===== src/sv/spq_pkg.sv =====
// ----------------------------------------------------------------------------
// spq_pkg: shared types and codes of the sorted priority queue
// Item and result layouts, the key of one entry, cell control and status codes.
// ----------------------------------------------------------------------------
`timescale 1ns / 1ps

package spq_pkg;

	localparam int TAG_W = 16;
	localparam int KEY_W = 8;
	localparam int OCC_W = 5;

	// Operation codes.
	localparam logic OP_PUSH = 1'b0;
	localparam logic OP_POP  = 1'b1;

	// Result status codes.
	localparam logic [2:0] ST_OK      = 3'd0;
	localparam logic [2:0] ST_DUP     = 3'd1;
	localparam logic [2:0] ST_IGNORED = 3'd2;
	localparam logic [2:0] ST_FULL    = 3'd3;
	localparam logic [2:0] ST_EMPTY   = 3'd4;

	typedef struct packed {
		logic             operation;
		logic [TAG_W-1:0] patient_tag;
		logic [KEY_W-1:0] age;
		logic [KEY_W-1:0] severity;
	} spq_cmd_t;

	typedef struct packed {
		logic [2:0]       status;
		logic             head_valid;
		logic [TAG_W-1:0] head_tag;
		logic [KEY_W-1:0] head_age;
		logic [KEY_W-1:0] head_severity;
		logic [OCC_W-1:0] occupancy;
		logic             dup_seen;
		logic [TAG_W-1:0] dup_stored_tag;
		logic [TAG_W-1:0] dup_new_tag;
		logic [KEY_W-1:0] dup_severity;
	} spq_result_t;

	// Ordering key of one stored entry.
	typedef struct packed {
		logic [KEY_W-1:0] sev;
		logic [KEY_W-1:0] age;
	} spq_key_t;

	// Commit strobes broadcast to every cell.
	typedef struct packed {
		logic ins;
		logic pop;
	} spq_ctrl_t;

endpackage


===== src/sv/spq_cell.sv =====
// ----------------------------------------------------------------------------
// spq_cell: one slot of the sorted queue
// Compares its entry with the incoming key, then keeps its entry, takes the
// new entry, takes its left neighbour's entry on insert or its right
// neighbour's entry on pop.
// ----------------------------------------------------------------------------
`timescale 1ns / 1ps

module spq_cell
	import spq_pkg::*;
#(
	parameter int TW = 16
) (
	input  logic          clk,
	input  logic          arst_n,
	input  logic          eval,
	input  spq_key_t      key,
	input  logic          occ,
	input  spq_ctrl_t     ctrl,
	input  spq_key_t      new_key,
	input  logic [TW-1:0] new_tag,
	input  logic          prev_ahead,
	input  spq_key_t      left_key,
	input  logic [TW-1:0] left_tag,
	input  spq_key_t      right_key,
	input  logic [TW-1:0] right_tag,
	output spq_key_t      key_q,
	output logic [TW-1:0] tag_q,
	output logic          ahead_q,
	output logic          match_q
);

	logic ahead_d;
	logic match_d;

	// An occupied entry stays ahead of a new one with a larger severity, or
	// with the same severity and a smaller age.
	always_comb begin
		if (key_q.sev != key.sev) begin
			ahead_d = occ && (key_q.sev < key.sev);
		end else begin
			ahead_d = occ && (key_q.age > key.age);
		end
		match_d = occ && (key_q.sev == key.sev) && (key_q.age == key.age);
	end

	// Compare results are captured when an item is accepted.
	always_ff @(posedge clk or negedge arst_n) begin
		if (!arst_n) begin
			ahead_q <= 1'b0;
			match_q <= 1'b0;
		end else if (eval) begin
			ahead_q <= ahead_d;
			match_q <= match_d;
		end
	end

	// Entry update: shift right on insert behind the insertion point,
	// shift left on pop.
	always_ff @(posedge clk) begin
		if (ctrl.pop) begin
			key_q <= right_key;
			tag_q <= right_tag;
		end else if (ctrl.ins && !ahead_q) begin
			if (prev_ahead) begin
				key_q <= new_key;
				tag_q <= new_tag;
			end else begin
				key_q <= left_key;
				tag_q <= left_tag;
			end
		end
	end

endmodule


===== src/sv/sorted_priority_queue_dup_detect.sv =====
// ----------------------------------------------------------------------------
// sorted_priority_queue_dup_detect: sorted priority queue with duplicate trap
// A row of DEPTH cells kept in ascending severity, descending age; a push of
// an existing key latches a sticky duplicate record and blocks later pushes.
// ----------------------------------------------------------------------------
// Flow: an accepted item is held in the first stage (v_s1) while the cells
// compare, then commits and raises its result strobe; busy is high meanwhile.
// A new item is taken only once the last one has left the first stage: the
// compare in every cell is followed by the commit that needs the row's match flag.
// Reset: asynchronous, empties the queue and clears the duplicate record.
// The receiver cannot stall; each result strobe is high for one cycle only.
`timescale 1ns / 1ps

module sorted_priority_queue_dup_detect
	import spq_pkg::*;
#(
	parameter int DEPTH    = 16,
	parameter int TAG_BITS = 16
) (
	input  logic        clk,
	input  logic        arst_n,
	input  logic        start,
	output logic        busy,
	input  spq_cmd_t    cmd,
	output logic        done,
	output spq_result_t result
);

	localparam int SW = (TAG_BITS < TAG_W) ? TAG_BITS : TAG_W;
	localparam int CW = $clog2(DEPTH + 1);

	logic              accept;
	logic              v_s1;
	spq_cmd_t          item_s1;
	logic [CW-1:0]     count_q;
	logic              dup_q;
	logic [SW-1:0]     dup_stored_q;
	logic [SW-1:0]     dup_new_q;
	logic [KEY_W-1:0]  dup_sev_q;
	logic              done_q;
	logic [2:0]        status_q;

	spq_key_t          cell_key [DEPTH];
	logic [SW-1:0]     cell_tag [DEPTH];
	logic [DEPTH-1:0]  ahead;
	logic [DEPTH-1:0]  match;

	spq_key_t          in_key;
	spq_key_t          new_key;
	logic [SW-1:0]     new_tag;
	spq_ctrl_t         ctrl;
	logic              any_match;
	logic [SW-1:0]     match_tag;
	logic              full;
	logic [2:0]        status_d;

	assign accept  = start && !busy;
	assign busy    = v_s1;
	assign in_key  = '{sev: cmd.severity, age: cmd.age};
	assign new_key = '{sev: item_s1.severity, age: item_s1.age};
	assign new_tag = item_s1.patient_tag[SW-1:0];
	assign full    = (count_q == CW'(DEPTH));

	// The row of cells.
	for (genvar i = 0; i < DEPTH; i++) begin : g_cell
		spq_key_t      left_key;
		logic [SW-1:0] left_tag;
		logic          prev_ahead;
		spq_key_t      right_key;
		logic [SW-1:0] right_tag;

		if (i == 0) begin : g_first
			assign left_key   = '0;
			assign left_tag   = '0;
			assign prev_ahead = 1'b1;
		end else begin : g_inner
			assign left_key   = cell_key[i-1];
			assign left_tag   = cell_tag[i-1];
			assign prev_ahead = ahead[i-1];
		end

		if (i == DEPTH - 1) begin : g_last
			assign right_key = '0;
			assign right_tag = '0;
		end else begin : g_body
			assign right_key = cell_key[i+1];
			assign right_tag = cell_tag[i+1];
		end

		spq_cell #(
			.TW(SW)
		) u_cell (
			.clk       (clk),
			.arst_n    (arst_n),
			.eval      (accept),
			.key       (in_key),
			.occ       (count_q > CW'(i)),
			.ctrl      (ctrl),
			.new_key   (new_key),
			.new_tag   (new_tag),
			.prev_ahead(prev_ahead),
			.left_key  (left_key),
			.left_tag  (left_tag),
			.right_key (right_key),
			.right_tag (right_tag),
			.key_q     (cell_key[i]),
			.tag_q     (cell_tag[i]),
			.ahead_q   (ahead[i]),
			.match_q   (match[i])
		);
	end

	// Stored keys are unique, so at most one cell matches; collect its tag.
	always_comb begin
		match_tag = '0;
		for (int i = 0; i < DEPTH; i++) begin
			if (match[i]) begin
				match_tag = match_tag | cell_tag[i];
			end
		end
		any_match = |match;
	end

	// Commit decision for the item held in the first stage.
	always_comb begin
		ctrl     = '0;
		status_d = ST_OK;
		if (item_s1.operation == OP_POP) begin
			if (count_q == '0) begin
				status_d = ST_EMPTY;
			end else begin
				ctrl.pop = v_s1;
			end
		end else if (dup_q) begin
			status_d = ST_IGNORED;
		end else if (any_match) begin
			status_d = ST_DUP;
		end else if (full) begin
			status_d = ST_FULL;
		end else begin
			ctrl.ins = v_s1;
		end
	end

	// Control state, occupancy and the duplicate record.
	always_ff @(posedge clk or negedge arst_n) begin
		if (!arst_n) begin
			v_s1         <= 1'b0;
			done_q       <= 1'b0;
			status_q     <= ST_OK;
			count_q      <= '0;
			dup_q        <= 1'b0;
			dup_stored_q <= '0;
			dup_new_q    <= '0;
			dup_sev_q    <= '0;
		end else begin
			v_s1   <= accept;
			done_q <= v_s1;
			if (v_s1) begin
				status_q <= status_d;
			end
			if (ctrl.ins) begin
				count_q <= count_q + CW'(1);
			end else if (ctrl.pop) begin
				count_q <= count_q - CW'(1);
			end
			if (v_s1 && status_d == ST_DUP) begin
				dup_q        <= 1'b1;
				dup_stored_q <= match_tag;
				dup_new_q    <= new_tag;
				dup_sev_q    <= item_s1.severity;
			end
		end
	end

	// The accepted item waits here while the cells compare.
	always_ff @(posedge clk) begin
		if (accept) begin
			item_s1 <= cmd;
		end
	end

	// Result drawn straight from the committed state.
	always_comb begin
		result                = '0;
		result.status         = status_q;
		result.head_valid     = (count_q != '0);
		if (count_q != '0) begin
			result.head_tag      = TAG_W'(cell_tag[0]);
			result.head_age      = cell_key[0].age;
			result.head_severity = cell_key[0].sev;
		end
		result.occupancy      = OCC_W'(count_q);
		result.dup_seen       = dup_q;
		result.dup_stored_tag = TAG_W'(dup_stored_q);
		result.dup_new_tag    = TAG_W'(dup_new_q);
		result.dup_severity   = dup_sev_q;
	end

	assign done = done_q;

`ifndef SYNTHESIS
	// A result never coincides with an item in flight.
	a_done_idle: assert property (@(posedge clk) disable iff (!arst_n) done |-> !busy)
		else $error("result strobe while an item is in flight");

	// Every item in flight gives its result in the next cycle.
	a_busy_done: assert property (@(posedge clk) disable iff (!arst_n) busy |=> done)
		else $error("item in flight gave no result");

	// Occupancy never exceeds the number of cells.
	a_count_max: assert property (@(posedge clk) disable iff (!arst_n)
		count_q <= CW'(DEPTH))
		else $error("occupancy above depth");

	// Stored keys are unique, so no more than one cell can match.
	a_match_one: assert property (@(posedge clk) disable iff (!arst_n)
		busy |-> $onehot0(match))
		else $error("more than one cell matched the key");

	// The duplicate flag is sticky.
	a_dup_sticky: assert property (@(posedge clk) disable iff (!arst_n) dup_q |=> dup_q)
		else $error("duplicate flag cleared");
`endif

endmodule

===== config.mk =====
export PLATFORM = sky130hd
export DESIGN_NAME = sorted_priority_queue_dup_detect
export DESIGN_NICKNAME = d
export VERILOG_FILES = /design/src/sv/spq_pkg.sv /design/src/sv/spq_cell.sv /design/src/sv/sorted_priority_queue_dup_detect.sv
export SDC_FILE = /design/constraint.sdc
export NUM_CORES = 2
export LEC_CHECK = 0
export ABC_AREA = 1
export BUFFER_PORTS_ARGS = -buffer_cell sky130_fd_sc_hd__buf_2
export CORE_MARGIN = 10
export CORE_UTILIZATION = 64
export DETAILED_ROUTE_END_ITERATION = 6
export PLACE_DENSITY = 0.85
export REMOVE_ABC_BUFFERS = 1
export SKIP_LAST_GASP = 1
export SLEW_MARGIN = 10
export SYNTH_ARGS = -nofsm -noshare
export SYNTH_HDL_FRONTEND = slang
export SYNTH_SLANG_ARGS = --single-unit

===== constraint.sdc =====
create_clock -name clk -period 4.68 [get_ports clk]
set_clock_uncertainty 0.15 [all_clocks]
set_input_delay 0.936 -clock clk [delete_from_list [all_inputs] [get_ports clk]]
set_output_delay 0.936 -clock clk [all_outputs]
set_load 0.02 [all_outputs]

==> reports/summary.txt <==
worst endpoint data arrival time - 3960 ps
R2R cell count - 7
io pins - 120
first-pass iteration count of the detailed router - 7
worst-path maximum fanout - 171
Worst EP required - 4880 ps
multi-input logic area - 0.0178 mm²
crit end category - flip-flop
Final Core Density - 0.704
register area share after synthesis - 0.470
Synth async-reset ratio - 0.132
CTS sink count - 628
Synth top area share - 0.400
RSZ-0062 raised after global routing - false
die height - 265 µm
CTS clk-pin slew, worst paths - 60 ps
clk buf depth - 3
gpl congestion - 1.03
Fin. Hold Viols - 0
Starting Density - 0.649
Hold Buf Count CTS - 0
largest net degree at the start of global routing - 172
fin. max-slew vios - 0
share of layout cells above drive strength 1 - 0.0914
Post-synth top cells - nand2_1, o21ai_0, edfxtp_1, inv_1, ha_1
Die Wd - 265 µm
peak per-stage delay on the critical path - 530 ps
IO Port Bufs - 119
Core Region - 0.0594 mm²
min cycle time layout - 3760 ps
ANT nets after route - 0
TritonCTS clock tree - done
outcome - finished with violations
grt total ovfl - 0
Pwr Density - 541 mW/mm²
Cell Rows - 89
mean routed wirelength per cell - 25.5 µm
Total Wirelength - 135 mm
ys flop type - edfxtp_1
via/cell ratio - 6.74
total track usage - 0.374
relative slew slack - 0.129
Ys Warns - 0
failing checks - design-rule violations
Reg2Reg Launch Point - count_q[0]$_DFFE_PN0P_
critical path startpoint category - flip-flop
most used cell, CP - nand2_8
vias in the first global route - 33,565
post-synthesis register bit count - 628
fin crit share - 0.804
final instance area - 0.0418 mm²
fillcell total - 4,366
htree depth - 3
synth unique cells - 48
worst-margin pin slew - 1300 ps
# setup viols final - 0
# Post-CTS Setup Buffers - 0
maximum vdd drop - 0.362 mV
Fmax - 0.266 GHz
HPWL after detailed placement - 85.0 mm
total number of vias - 35,688
drc violations - 101
Post-CTS Resized - 0
most frequent cell after synthesis - nand2_1
Hold Path Class - input port to async pin
Clk Latency, worst-skew pair - 640 ps
Avg Inst Size Synth - 8.56 µm²
area of the die - 0.0704 mm²
Post-synth EDFFs - 513
DR iter-0 viols - 5,880
initial antenna violation count - 0
Setup CP Type - flip-flop to flip-flop
root buffer cell - clkbuf_16
DP Area - 0.0395 mm²
DP Worst Slack - 1180 ps
Layout area overhead - 8.46%
Crit-path slowest cell - dfrtp_1
Final TNS setup - 0 ps
r2r setup slk - 920 ps
wire length of the first global-routing pass - 201 mm
Max Cap Viol - 0
Sequential Area - 0.0181 mm²
CP Cell Sequence - inv_1 -> ha_1 -> nand2_8 -> nand2_8 -> inv_16 -> buf_12 -> o21ai_0
leakage power - 0.0170 µW
setup slack after layout - 918 ps
mapped cell area - 0.0385 mm²
TritonCTS buffer count - 70
Mapped Cells - 4,500
cell taking the most area after synthesis - edfxtp_1
Nets - 4,760
top cells by area, synth - edfxtp_1, nand2_1, o21ai_0
Reg-to-Reg End - g_cell[4].u_cell.tag_q[12]$_DFFE_PP_
sequential cells by signal, indices dropped and copies added, names as in the netlist, 16 cells and up:
| register | cells |
|---|---|
| item_s1 | 17 |
| dup_stored_q | 16 |
| g_cell.u_cell.tag_q | 256 |
| g_cell.u_cell.match_q | 16 |
| g_cell.u_cell.ahead_q | 16 |
| dup_new_q | 16 |
| new_tag | 16 |
| g_cell.u_cell.key_q | 256 |
worst max path at each step:
stage / slack, ps / from / to
after global placement: 1310 / count_q[0]$_DFFE_PN0P_ / g_cell[0].u_cell.tag_q[13]$_DFFE_PP_
after CTS: 1140 / count_q[0]$_DFFE_PN0P_ / g_cell[4].u_cell.tag_q[12]$_DFFE_PP_
final: 920 / count_q[0]$_DFFE_PN0P_ / g_cell[4].u_cell.tag_q[12]$_DFFE_PP_
after detailed placement: 1180 / count_q[1]$_DFFE_PN0P_ / g_cell[4].u_cell.tag_q[12]$_DFFE_PP_
after floorplan: -1180 / count_q[0]$_DFFE_PN0P_ / count_q[3]$_DFFE_PN0P_
after global routing: 860 / count_q[0]$_DFFE_PN0P_ / g_cell[4].u_cell.tag_q[12]$_DFFE_PP_
cell type report:
| type | instances | share of cell area |
|---|---|---|
| inverters | 343 | 0.0312 |
| clock inverters | 16 | 0.00428 |
| multi-input cells | 3230 | 0.425 |
| well taps | 773 | 0.0231 |
| repair buffers | 190 | 0.0310 |
| diodes | 1 | 0.0000599 |
| flip-flops and latches | 628 | 0.434 |
| clock buffers | 113 | 0.0510 |
through the flow:
step / power, µW / cells / hold WS (ps)
3_5_place_dp: 16500 / 5164 / 312
2_1_floorplan: 13600 / 4201 / 305
5_1_grt: 23500 / 5293 / 270
4_1_cts: 22200 / 5293 / 234
6_report: 22600 / 5294 / 230
3_3_place_gp: 16200 / 5164 / 309
critical path, delay by kind of cell, from the launching register on:
family	cells	cell delay, ps
compound gates	1	190
flops	1	530
simple gates	2	890
buf+inv	3	1000
fa+ha+maj	1	310
report_power, final:
| group | total, µW | switching, µW | internal, µW |
|---|---|---|---|
| combinational | 7630 | 5180 | 2440 |
| clock | 5680 | 2390 | 3290 |
| sequential | 9290 | 1450 | 7850 |
cells by family (layout without fill, tap and decap cells):
| group | after synthesis | in the layout | share of synthesized area |
|---|---|---|---|
| buffers and inverters | 642 | 662 | 0.0732 |
| other | 0 | 1 | 0 |
| adders and majority gates | 261 | 261 | 0.0847 |
| xor gates and xnor gates | 1 | 1 | 0.000227 |
| AOI/OAI and AO/OA | 1165 | 1165 | 0.181 |
| muxes | 23 | 23 | 0.00597 |
| and+or+nand+nor | 1780 | 1780 | 0.185 |
| DFF | 628 | 628 | 0.470 |
metal layers:
metal	vias up	GRT usage	wire, µm
li1	15460	-	-
met3	753	0.118	23100
met4	0	0.246	10700
met2	3126	0.546	56300
met1	16349	0.473	44900
met5	-	0	0
cells in the final DEF (no fill, tap or decap), types with 7 or more instances in the layout:
master	count
nand2_1	1433
inv_1	337
dfxtp_1	32
o21ai_0	675
o21a_1	22
edfxtp_1	513
clkinv_1	7
buf_4	59
mux2i_1	23
nand3_1	29
o21ai_4	15
o21ai_1	9
nor2_1	166
o211ai_2	75
o22ai_1	67
ha_1	261
a21oi_1	129
clkbuf_1	27
clkbuf_16	75
nor3_1	37
buf_2	118
dfrtp_1	68
buf_12	13
o211ai_1	151
clkbuf_8	11
nand4_1	96
dfrtp_2	15
(Power assumes the default switching activity.)
